[src/hw/rtl/escaped_frame_receiver_crc32_core_macros.svh]
// assertion macros used by the frame receiver rtl
`ifndef ESCAPED_FRAME_RECEIVER_CRC32_CORE_MACROS_SVH
`define ESCAPED_FRAME_RECEIVER_CRC32_CORE_MACROS_SVH

// property checked on every rising clock edge outside reset
`define EFR_ASSERT(lbl, prop, msg) \
  lbl: assert property (@(posedge clk_i) disable iff (!rst_ni) (prop)) else $error(msg);

// condition that must never be seen outside reset
`define EFR_NEVER(lbl, cond, msg) \
  `EFR_ASSERT(lbl, !(cond), msg)

`endif

[src/hw/rtl/efr_crc_pkg.sv]
// package with types and constants of the escaped frame receiver
`default_nettype none
package efr_crc_pkg;

  localparam int unsigned PAYLOAD_LEN = 13;
  localparam int unsigned FRAME_BYTES = PAYLOAD_LEN + 4;
  localparam int unsigned FILL_W      = $clog2(FRAME_BYTES + 1);
  localparam int unsigned IDX_W       = (PAYLOAD_LEN > 1) ? $clog2(PAYLOAD_LEN) : 1;

  localparam logic [7:0]  MARK_HEAD = 8'hAE;
  localparam logic [7:0]  MARK_TAIL = 8'hA5;
  localparam logic [7:0]  MARK_ESC  = 8'hAA;
  localparam logic [7:0]  ESC_HEAD  = 8'h0E;
  localparam logic [7:0]  ESC_TAIL  = 8'h05;
  localparam logic [7:0]  ESC_ESC   = 8'h0A;
  localparam logic [31:0] CRC_POLY  = 32'hEDB88320;
  localparam logic [31:0] CRC_INIT  = 32'hFFFFFFFF;

  typedef enum logic [2:0] {
    KIND_PAYLOAD    = 3'd0,
    KIND_BAD_ESC    = 3'd1,
    KIND_STRAY_TAIL = 3'd2,
    KIND_STRAY_HEAD = 3'd3,
    KIND_NO_TAIL    = 3'd4,
    KIND_CRC_BAD    = 3'd5
  } kind_e;

  typedef enum logic [1:0] {
    PH_HUNT = 2'd0,
    PH_DATA = 2'd1,
    PH_ESC  = 2'd2,
    PH_TAIL = 2'd3
  } phase_e;

  typedef enum logic [1:0] {
    ST_IDLE   = 2'd0,
    ST_DECODE = 2'd1,
    ST_CRC    = 2'd2,
    ST_REPLAY = 2'd3
  } state_e;

endpackage
`default_nettype wire

[src/hw/rtl/escaped_frame_receiver_crc32_core.sv]
// byte-stuffed frame receiver with crc-32 check, top level
//
// channel   dir  tdata                              tuser      tlast
// s_axis    in   [7:0] rx_byte                      -          -
// m_axis    out  [7:0] payload_byte, [11:8] index   [2:0] kind last
//
// a received word is latched in the idle state and decoded in the decode state;
// a payload word then passes through the bit-serial crc shifter (one bit per
// cycle) before the next word is accepted.
// a good trailer replays the stored payload, one word per cycle while the
// output is not stalled; a stalled output holds the sequencer.
// reset (rst_ni low, asynchronous) returns to the header hunt, crc all ones.
`default_nettype none
`include "escaped_frame_receiver_crc32_core_macros.svh"
module escaped_frame_receiver_crc32_core (
  input  wire logic        clk_i,
  input  wire logic        rst_ni,
  // input words
  input  wire logic        s_axis_tvalid_i,
  output logic             s_axis_tready_o,
  input  wire logic [7:0]  s_axis_tdata_i,   // [7:0] rx_byte
  // result words
  output logic             m_axis_tvalid_o,
  input  wire logic        m_axis_tready_i,
  output logic [15:0]      m_axis_tdata_o,   // [7:0] payload_byte, [11:8] byte_index, rest 0
  output logic [2:0]       m_axis_tuser_o,   // [2:0] kind
  output logic             m_axis_tlast_o
);
  import efr_crc_pkg::*;

  // sequencer and frame state
  state_e              state_q, state_d;
  phase_e              phase_q, phase_d;
  logic [FILL_W-1:0]   fill_q, fill_d;
  logic [31:0]         rx_check_q, rx_check_d;
  logic [31:0]         crc_q, crc_d;
  logic [2:0]          bit_cnt_q, bit_cnt_d;
  logic [IDX_W-1:0]    rep_idx_q, rep_idx_d;

  // latched input word and payload store
  logic [7:0]          byte_q;
  logic [7:0]          store_q [PAYLOAD_LEN];
  logic                store_we;
  logic [IDX_W-1:0]    store_wa;
  logic [7:0]          store_wd;

  // output register
  logic                ovalid_q, ovalid_d;
  kind_e               okind_q, okind_d;
  logic [7:0]          obyte_q, obyte_d;
  logic [3:0]          oidx_q, oidx_d;
  logic                olast_q, olast_d;

  logic                out_free;
  logic                take;       // decoded word goes into the frame
  logic [7:0]          take_v;
  logic                emit;       // decoded word raises a status word
  kind_e               emit_kind;

  // output register can be loaded this cycle
  assign out_free = !ovalid_q || m_axis_tready_i;

  assign s_axis_tready_o = (state_q == ST_IDLE);
  assign m_axis_tvalid_o = ovalid_q;
  assign m_axis_tdata_o  = {4'd0, oidx_q, obyte_q};
  assign m_axis_tuser_o  = okind_q;
  assign m_axis_tlast_o  = olast_q;

  // classify the latched word against the framing phase
  always_comb begin
    take      = 1'b0;
    take_v    = byte_q;
    emit      = 1'b0;
    emit_kind = KIND_BAD_ESC;
    case (phase_q)
      PH_DATA: begin
        if (byte_q == MARK_TAIL) begin
          emit      = 1'b1;
          emit_kind = KIND_STRAY_TAIL;
        end else if (byte_q == MARK_HEAD) begin
          emit      = 1'b1;
          emit_kind = KIND_STRAY_HEAD;
        end else if (byte_q != MARK_ESC) begin
          take = 1'b1;
        end
      end
      PH_ESC: begin
        if (byte_q == ESC_HEAD) begin
          take   = 1'b1;
          take_v = MARK_HEAD;
        end else if (byte_q == ESC_TAIL) begin
          take   = 1'b1;
          take_v = MARK_TAIL;
        end else if (byte_q == ESC_ESC) begin
          take   = 1'b1;
          take_v = MARK_ESC;
        end else begin
          emit      = 1'b1;
          emit_kind = KIND_BAD_ESC;
        end
      end
      PH_TAIL: begin
        if (byte_q != MARK_TAIL) begin
          emit      = 1'b1;
          emit_kind = KIND_NO_TAIL;
        end else if ((crc_q ^ CRC_INIT) != rx_check_q) begin
          emit      = 1'b1;
          emit_kind = KIND_CRC_BAD;
        end
      end
      default: begin
      end
    endcase
  end

  // sequencer: next state, frame state and output register
  always_comb begin
    state_d    = state_q;
    phase_d    = phase_q;
    fill_d     = fill_q;
    rx_check_d = rx_check_q;
    crc_d      = crc_q;
    bit_cnt_d  = bit_cnt_q;
    rep_idx_d  = rep_idx_q;
    store_we   = 1'b0;
    store_wa   = fill_q[IDX_W-1:0];
    store_wd   = take_v;
    ovalid_d   = ovalid_q && !m_axis_tready_i;
    okind_d    = okind_q;
    obyte_d    = obyte_q;
    oidx_d     = oidx_q;
    olast_d    = olast_q;

    case (state_q)
      ST_IDLE: begin
        if (s_axis_tvalid_i) begin
          state_d = ST_DECODE;
        end
      end

      ST_DECODE: begin
        if (emit) begin
          // status word waits here until the output register is free
          if (out_free) begin
            ovalid_d = 1'b1;
            okind_d  = emit_kind;
            obyte_d  = 8'd0;
            oidx_d   = 4'd0;
            olast_d  = 1'b1;
            phase_d  = PH_HUNT;
            state_d  = ST_IDLE;
          end
        end else begin
          state_d = ST_IDLE;
          case (phase_q)
            PH_HUNT: begin
              if (byte_q == MARK_HEAD) begin
                phase_d    = PH_DATA;
                fill_d     = '0;
                rx_check_d = '0;
                crc_d      = CRC_INIT;
              end
            end
            PH_DATA, PH_ESC: begin
              if (take) begin
                if (fill_q < FILL_W'(PAYLOAD_LEN)) begin
                  store_we  = 1'b1;
                  crc_d     = {crc_q[31:8], crc_q[7:0] ^ take_v};
                  bit_cnt_d = '0;
                  state_d   = ST_CRC;
                end else begin
                  // check bytes arrive low byte first
                  rx_check_d = {take_v, rx_check_q[31:8]};
                end
                fill_d  = fill_q + FILL_W'(1);
                phase_d = (fill_q + FILL_W'(1) >= FILL_W'(FRAME_BYTES)) ? PH_TAIL : PH_DATA;
              end else begin
                // escape marker seen
                phase_d = PH_ESC;
              end
            end
            default: begin
              // good trailer and matching crc
              phase_d   = PH_HUNT;
              rep_idx_d = '0;
              state_d   = ST_REPLAY;
            end
          endcase
        end
      end

      ST_CRC: begin
        // one bit of the reflected crc per cycle
        crc_d     = crc_q[0] ? ((crc_q >> 1) ^ CRC_POLY) : (crc_q >> 1);
        bit_cnt_d = bit_cnt_q + 3'd1;
        if (bit_cnt_q == 3'd7) begin
          state_d = ST_IDLE;
        end
      end

      ST_REPLAY: begin
        if (out_free) begin
          ovalid_d = 1'b1;
          okind_d  = KIND_PAYLOAD;
          obyte_d  = store_q[rep_idx_q];
          oidx_d   = 4'(rep_idx_q);
          olast_d  = (rep_idx_q == IDX_W'(PAYLOAD_LEN - 1));
          if (rep_idx_q == IDX_W'(PAYLOAD_LEN - 1)) begin
            state_d = ST_IDLE;
          end else begin
            rep_idx_d = rep_idx_q + IDX_W'(1);
          end
        end
      end

      default: begin
        state_d = ST_IDLE;
      end
    endcase
  end

  always_ff @(posedge clk_i or negedge rst_ni) begin
    if (!rst_ni) begin
      state_q <= ST_IDLE;
    end else begin
      state_q <= state_d;
    end
  end

  always_ff @(posedge clk_i or negedge rst_ni) begin
    if (!rst_ni) begin
      phase_q    <= PH_HUNT;
      fill_q     <= '0;
      rx_check_q <= '0;
      crc_q      <= CRC_INIT;
      bit_cnt_q  <= '0;
      rep_idx_q  <= '0;
      ovalid_q   <= 1'b0;
    end else begin
      phase_q    <= phase_d;
      fill_q     <= fill_d;
      rx_check_q <= rx_check_d;
      crc_q      <= crc_d;
      bit_cnt_q  <= bit_cnt_d;
      rep_idx_q  <= rep_idx_d;
      ovalid_q   <= ovalid_d;
    end
  end

  // payload registers, no reset
  always_ff @(posedge clk_i) begin
    if (s_axis_tvalid_i && s_axis_tready_o) begin
      byte_q <= s_axis_tdata_i;
    end
    if (store_we) begin
      store_q[store_wa] <= store_wd;
    end
    okind_q <= okind_d;
    obyte_q <= obyte_d;
    oidx_q  <= oidx_d;
    olast_q <= olast_d;
  end

  // crc shifting only happens right after a payload byte was stored
  `EFR_ASSERT(a_crc_in_data, (state_q == ST_CRC) |-> (phase_q == PH_DATA), "crc shift outside data phase")
  // replay starts only after the frame has been closed
  `EFR_ASSERT(a_replay_hunt, (state_q == ST_REPLAY) |-> (phase_q == PH_HUNT), "replay while frame open")
  // fill count never passes the frame length
  `EFR_NEVER(a_fill_range, fill_q > FILL_W'(FRAME_BYTES), "fill count past frame length")
  // status words always close their input word
  `EFR_ASSERT(a_status_last, (ovalid_q && (okind_q != KIND_PAYLOAD)) |-> olast_q, "status word without last")

endmodule
`default_nettype wire
[config.mk]
export PLATFORM = sky130hd
export DESIGN_NAME = escaped_frame_receiver_crc32_core
export DESIGN_NICKNAME = d
export VERILOG_FILES = /design/src/hw/rtl/efr_crc_pkg.sv /design/src/hw/rtl/escaped_frame_receiver_crc32_core.sv
export VERILOG_INCLUDE_DIRS = /design/src /design/src/hw/rtl
export SDC_FILE = /design/constraint.sdc
export NUM_CORES = 1
export LEC_CHECK = 0
export BUFFER_PORTS_ARGS = -buffer_cell sky130_fd_sc_hd__buf_2
export CAP_MARGIN = 30
export CORE_MARGIN = 1.5
export CORE_UTILIZATION = 49
export DETAILED_ROUTE_END_ITERATION = 7
export HOLD_SLACK_MARGIN = 0.08
export PLACE_DENSITY = 0.62
export SLEW_MARGIN = 20
export SYNTH_ARGS = -nofsm -noshare
export SYNTH_HDL_FRONTEND = slang
export SYNTH_SLANG_ARGS = --single-unit
[constraint.sdc]
create_clock -name clk_i -period 7.7 [get_ports clk_i]
set_input_delay 0.385 -clock clk_i [delete_from_list [all_inputs] [get_ports clk_i]]
set_output_delay 0.385 -clock clk_i [all_outputs]
set_load 0.1 [all_outputs]
## Yosys cells after proc, flatten, opt, wreduce, memory -nomap -nowiden

Memory sizes are Yosys's and may differ from the RTL's.
Cells that the tools add are included.

| operators by class | value |
|---|---|
| reductions and logical operators | 21 |
| order comparisons | 2 |
| equality and inequality tests | 41 |
| muxes and demuxes | 89 |
| add/subtract/negate cells | 3 |
| bitwise operators | 4 |

Operator list:

| cell | number |
|---|---|
| two-way mux 32 bit | 6 |
| one-hot mux 32 bit (2 select lines) | 3 |
| two-way mux 8 bit | 9 |
| != test 2 bit (second input constant) | 18 |
| != test 32 bit | 1 |
| inverter 32 bit | 1 |
| two-way mux 2 bit | 14 |
| two-way mux 4 bit | 7 |
| two-way mux 3 bit | 9 |
| two-way mux 1 bit | 25 |
| AND reduction 5 bit | 5 |
| one-hot mux 3 bit (2 select lines) | 3 |
| equality test 8 x 4 -> 1 bit (second input constant) | 2 |
| equality test 8 bit (second input constant) | 2 |
| != test 8 bit (second input constant) | 2 |
| one-hot mux 4 bit (2 select lines) | 2 |
| one-hot mux 8 bit (2 select lines) | 1 |
| != test 3 bit (second input constant) | 5 |
| inverter 13 -> 14 bit | 1 |
| AND reduction 6 bit | 2 |
| two-way mux 5 bit | 2 |
| one-hot mux 5 bit (2 select lines) | 1 |
| equality test 2 bit (second input constant) | 4 |
| equality test 8 x 3 -> 1 bit (second input constant) | 1 |
| 25 further kinds | 34 |

| word-level totals | value |
|---|---|
| bits in writable memories | 104 |
| input port bits | 12 |
| output and inout port bits | 22 |
| memories | 1 |
| register bits after elaboration | 105 |

Memories:

| memory | words | width | rd ports | clocked after Yosys merged registers in | write ports | RTL line | text |
|---|---|---|---|---|---|---|---|
| store_q | 13 | 8 | 1 | 0 | 1 | escaped_frame_receiver_crc32_core.sv:42 | `logic [7:0] store_q [PAYLOAD_LEN];` |

## Logic depth before layout (Yosys ltp)

| logic depth | value |
|---|---|
| depth after elaboration | 11 |
| mapped depth | 11 |
| gate-level depth less buffers | 9 |

## Least setup slack after synthesis

OpenSTA, ideal clock, no wires.

| path | value |
|---|---|
| path kind | reg2reg |
| from | reg byte_q[6] |
| to | mem store_q[5][0], enable pin |
| cell stages (with the launch flop) | 9 |
| slack | 4.889 ns |
| data arrival time | 2.479 ns |
| setup time | 0.332 ns |
| data required time | 7.368 ns |
| cell sequence | edfxtp_1 -> or4_4 -> a21oi_2 -> o21ai_2 -> nor4b_4 -> or2_2 -> and3_1 -> buf_2 -> and3_1 |

| on the way | value |
|---|---|
| cells in the longest elaborated chain, start to end | 11 |

Ends and longest elaborated chain:

| item | RTL line | text |
|---|---|---|
| from (decl) | escaped_frame_receiver_crc32_core.sv:41 | `logic [7:0] byte_q;` |
| from (signal assigned) | escaped_frame_receiver_crc32_core.sv:253 | `byte_q <= s_axis_tdata_i;` |
| equality test 8 x 4 -> 1 bit / != test 8 bit (equally long branches) | escaped_frame_receiver_crc32_core.sv:94, escaped_frame_receiver_crc32_core.sv:83 |  |
| two-way mux 1 bit (on tied branches) | escaped_frame_receiver_crc32_core.sv:94, escaped_frame_receiver_crc32_core.sv:83 |  |
| two-way mux 1 bit (on tied branches) | escaped_frame_receiver_crc32_core.sv:91, escaped_frame_receiver_crc32_core.sv:80 |  |
| two-way mux 1 bit (on tied branches) | escaped_frame_receiver_crc32_core.sv:88, escaped_frame_receiver_crc32_core.sv:77 |  |
| one-hot mux 1 bit (2 select lines) | escaped_frame_receiver_crc32_core.sv:75 | `case (phase_q)` |
| two-way mux 1 bit | escaped_frame_receiver_crc32_core.sv:165 | `if (take) begin` |
| two-way mux 1 bit | escaped_frame_receiver_crc32_core.sv:155 | `case (phase_q)` |
| two-way mux 1 bit (*) | escaped_frame_receiver_crc32_core.sv:142 | `if (emit) begin` |
| two-way mux 1 bit (*) | escaped_frame_receiver_crc32_core.sv:134 | `case (state_q)` |
| two-way mux 1 bit (*) | escaped_frame_receiver_crc32_core.sv:255 | `if (store_we) begin` |
| two-way mux 1 bit (not written as such) (*) | escaped_frame_receiver_crc32_core.sv:256 | `store_q[store_wa] <= store_wd;` |
| to (decl) | escaped_frame_receiver_crc32_core.sv:42 |  |

Mark *: on every way between the ends. The rest lies on a longest branch, timed or not.

## Worst setup path after layout

| path | value |
|---|---|
| from | reg byte_q[0] |
| to | mem store_q[12][3], enable pin |

The elaborated chain is that of the path after synthesis.

==> flow_summary.yaml <==
global_routing:
  grt_pass1_vias: 5826
  grt.total_usage: 0.208
  overflow: 0
  grt_pass1_wl_mm: 32.5
  grt_max_degree: 65
  antenna_found_initial: 0
clock_network:
  clk_pin_slew_worst_paths_ns: 0.06
  clock_sinks: 209
  clockBufferDepth: 3
  cts_hold_buf: 9
  cts_resized: 0
  cts_setup_buffers: 0
  clockRootBuffer: "clkbuf_16"
  worstSkewPairLatency_ns: 0.50
  cts_tree: "done"
  htreeDepth: 1
  numCtsBuffers: 23
floorplan:
  io_pins: 34
  core_sq_mm: 0.0195
  dieArea_sq_mm: 0.0208
  start_util: 0.500
  die_w_um: 144
  row_count: 51
  chipHeight_um: 144
setup_path:
  critical_path.cell_chain: "nor3b_1 -> nand3_1 -> nor4_1 -> nor4b_4 -> or2_2 -> and3_1 -> and4_1"
  cp-end-kind: "flop"
  critPathSlowestCell: "edfxtp_1"
  required_ns: 7.84
  arrival_ns: 4.00
  cp_num_buf_inv: 0
  start_kind: "flop"
  crit_path_max_incr_delay_ns: 0.86
  path_delay_family: "simple AND/OR/NAND/NOR gates"
  worstSetupPathType: "reg -> reg"
  cp_max_fo: 20
final_layout:
  drive_above_1_share: 0.225
  syn_to_final_growth_pct: 11.3
  stdcell_area_sq_mm: 0.0109
  antenna_cells: 0
  layout.cells.non_filler: 1048
  final_net_count: 796
power:
  clockPowerShare: 0.244
  p_int_uw: 2650
  cellPowerDensity_mw_per_mm2: 391
  p_leak_uw: 0.00396
  pwr-share-seq: 0.405
  p_comb_frac: 0.351
  ir_worst_vdd_uv: 197
  p_switching_uw: 1600
  swShare: 0.377
synthesis:
  yosysTopAreaCell: "edfxtp_1"
  synth_area_leaders: "edfxtp_1, dfrtp_1, dfstp_2, mux4_2, nand2_1"
  yosysSeqAreaShare: 0.605
  synth_edf_count: 128
  syn_area_per_cell_sq_um: 13.1
  ys_ff_latch: 209
  synth_flop_cell: "edfxtp_1"
  syn-cell-area_sq_mm: 0.00976
  async_flop_share: 0.388
  synth_top_area_frac: 0.394
  syn_inst: 743
  yosysUniqueCellTypes: 65
  synth_warnings: 0
sta:
  relSlewSlack: 0.362
  rsz0062_at_grt: "false"
  slew_viol_final: 0
  fin_crit_sh: 0.501
  fin_crit_ns: 3.86
  setup_viol: 0
  holdWs_ns: 0.259
  worst_slew_pin_slew_ns: 0.954
  finClkSkew_ns: 0.0146
  setup-tns-final_ns: 0
  hold_viol_final: 0
  clock.fmax_mhz: 259
detailed_routing:
  viasPerCell: 5.63
  firstDrtPassIters: 5
  routed_wirelength_mm: 20.5
  antenna_left: 0
  route.detailed.drc: 0
  post_drt_wl_per_cell_um: 19.6
  via_count: 5898
  drt-initial-drc-count: 443
hold_path:
  hold_path.class: "in -> reg"
placement:
  placed_cells: 997
  dp_hpwl_mm: 13.7
  io_buffer_count: 29
  gp_congestion: 0.866
  dpl_cell_area_sq_mm: 0.0101
job:
  max_cap_violations: 0
run_status:
  status: "completed"
[routing by layer]
metal	wire length, um	track usage	part of all wire	vias up
li1	-	-	-	2790
met1	8970	0.280	0.44	2934
met2	10100	0.341	0.49	133
met3	840	0.0331	0.041	41
met4	656	0.0776	0.032	0
met5	0	0	0	-
[power groups by stage]
| stage | Combinational (uW) | Clock, uW | Sequential [uW] |
|---|---|---|---|
| 5_1_grt | 1640 | 1100 | 1760 |
| 3_5_place_dp | 1480 | 0 | 1750 |
| 6_report | 1490 | 1040 | 1720 |
| 4_1_cts | 1490 | 1060 | 1730 |
| 3_3_place_gp | 1450 | 0 | 1740 |
| 2_1_floorplan | 1140 | 0 | 1760 |
[worst paths after layout]
kind	end	start	cells after the start	slack, ns
setup / recovery	store_q[12][3]	byte_q[0]	7	3.84
hold / removal	m_axis_tvalid_o	m_axis_tready_i	4	0.26
setup reg to reg	store_q[12][3]	byte_q[0]	7	3.84
hold reg to reg	rx_check_q[6]	rx_check_q[6]	2	0.50
max in group asynchronous	crc_q[0]	rst_ni	3	6.62
min in group asynchronous	rx_check_q[1]	rst_ni	2	0.42
[layout by cell type (no fill, tap or decap), types with 3 or more instances in the layout]
cell type        n
nand3_1         10
o21ai_0         21
conb_1           4
o21ai_1          5
a32o_1           3
clkbuf_1         7
inv_1           16
and3_1          13
a211oi_1        15
clkbuf_16       23
xnor2_1         36
and2_1          15
a21o_1          15
edfxtp_1       128
dfstp_2         32
nand2_1        105
o22a_1          12
buf_2           28
clkinv_1         5
nand4_1          4
ha_1            17
dlygate4sd3_1    9
a21oi_1         31
nor2_1          28
clkinv_2         5
dfrtp_1         49
nor2b_1          5
o22ai_1          3
buf_4            9
mux4_2          32
nor4_1           8
xor2_1           9
o21ai_2         30
[metrics by stage]
| step | setup WS, ns | util | total power (uW) |
|---|---|---|---|
| finish | 3.84 | 0.557 | 4250 |
| global route | 3.56 | 0.557 | 4500 |
| CTS | 3.90 | 0.556 | 4280 |
| detailed placement | 3.91 | 0.515 | 3230 |
| global placement | 4.14 | 0.514 | 3190 |
| floorplan | 4.89 | - | 2900 |
[flip-flops by register name, indices dropped and copies added (netlist names)]
signal	cells
phase_q	2
m_axis_tvalid_o	1
store_q	104
fill_q	5
oidx_q	4
rx_check_q	32
obyte_q	8
rep_idx_q	4
m_axis_tuser_o	3
byte_q	8
state_q	2
crc_q	32
m_axis_tlast_o	1
bit_cnt_q	3
[worst reg2reg max path, stage by stage (launching register included)]
cell      delay [ns]
edfxtp_1        0.86
nor3b_1         0.32
nand3_1         0.18
nor4_1          0.50
nor4b_4         0.46
or2_2           0.24
and3_1          0.39
and4_1          0.55
[final cells by class]
cell class	count	area [sq um]
Sequential cell	209	5910
Multi-Input combinational cell	467	3530
Fill cell	1606	8650
Inverter	19	71.3
Clock inverter	11	108
Tap cell	265	332
Clock buffer	30	602
Timing Repair Buffer	47	318
[cells in the mapped netlist (3+ instances only)]
| cell type | count |
|---|---|
| a211oi_1 | 15 |
| a21oi_1 | 31 |
| buf_2 | 5 |
| dfrtp_1 | 49 |
| a32o_1 | 3 |
| and2_1 | 15 |
| dfstp_2 | 32 |
| nor4_1 | 8 |
| mux4_2 | 32 |
| nand2_1 | 105 |
| o22ai_1 | 3 |
| clkbuf_1 | 31 |
| ha_1 | 17 |
| xnor2_1 | 36 |
| edfxtp_1 | 128 |
| buf_6 | 7 |
| xor2_1 | 9 |
| o21ai_2 | 30 |
| o21ai_0 | 21 |
| o22a_1 | 12 |
| o21ai_1 | 5 |
| a21o_1 | 15 |
| nor2_1 | 28 |
| nor2b_1 | 5 |
| inv_1 | 16 |
| buf_4 | 4 |
| nand4_1 | 4 |
| and3_1 | 13 |
| nand3_1 | 10 |
| buf_1 | 4 |
| clkinv_1 | 3 |
[kinds of logic after synthesis]
kind of cell               count (synthesis)  synth area share
DFF                                      209             0.605
and+or+nand+nor                          205             0.100
AOI/OAI and AO/OA                        160             0.119
xor gates and xnor gates                  45            0.0404
buffers and inverters                     70            0.0345
adders and majority gates                 17            0.0218
muxes                                     36            0.0782
other                                      1          0.000384
Note: power is estimated with default switching activity, not from simulation.
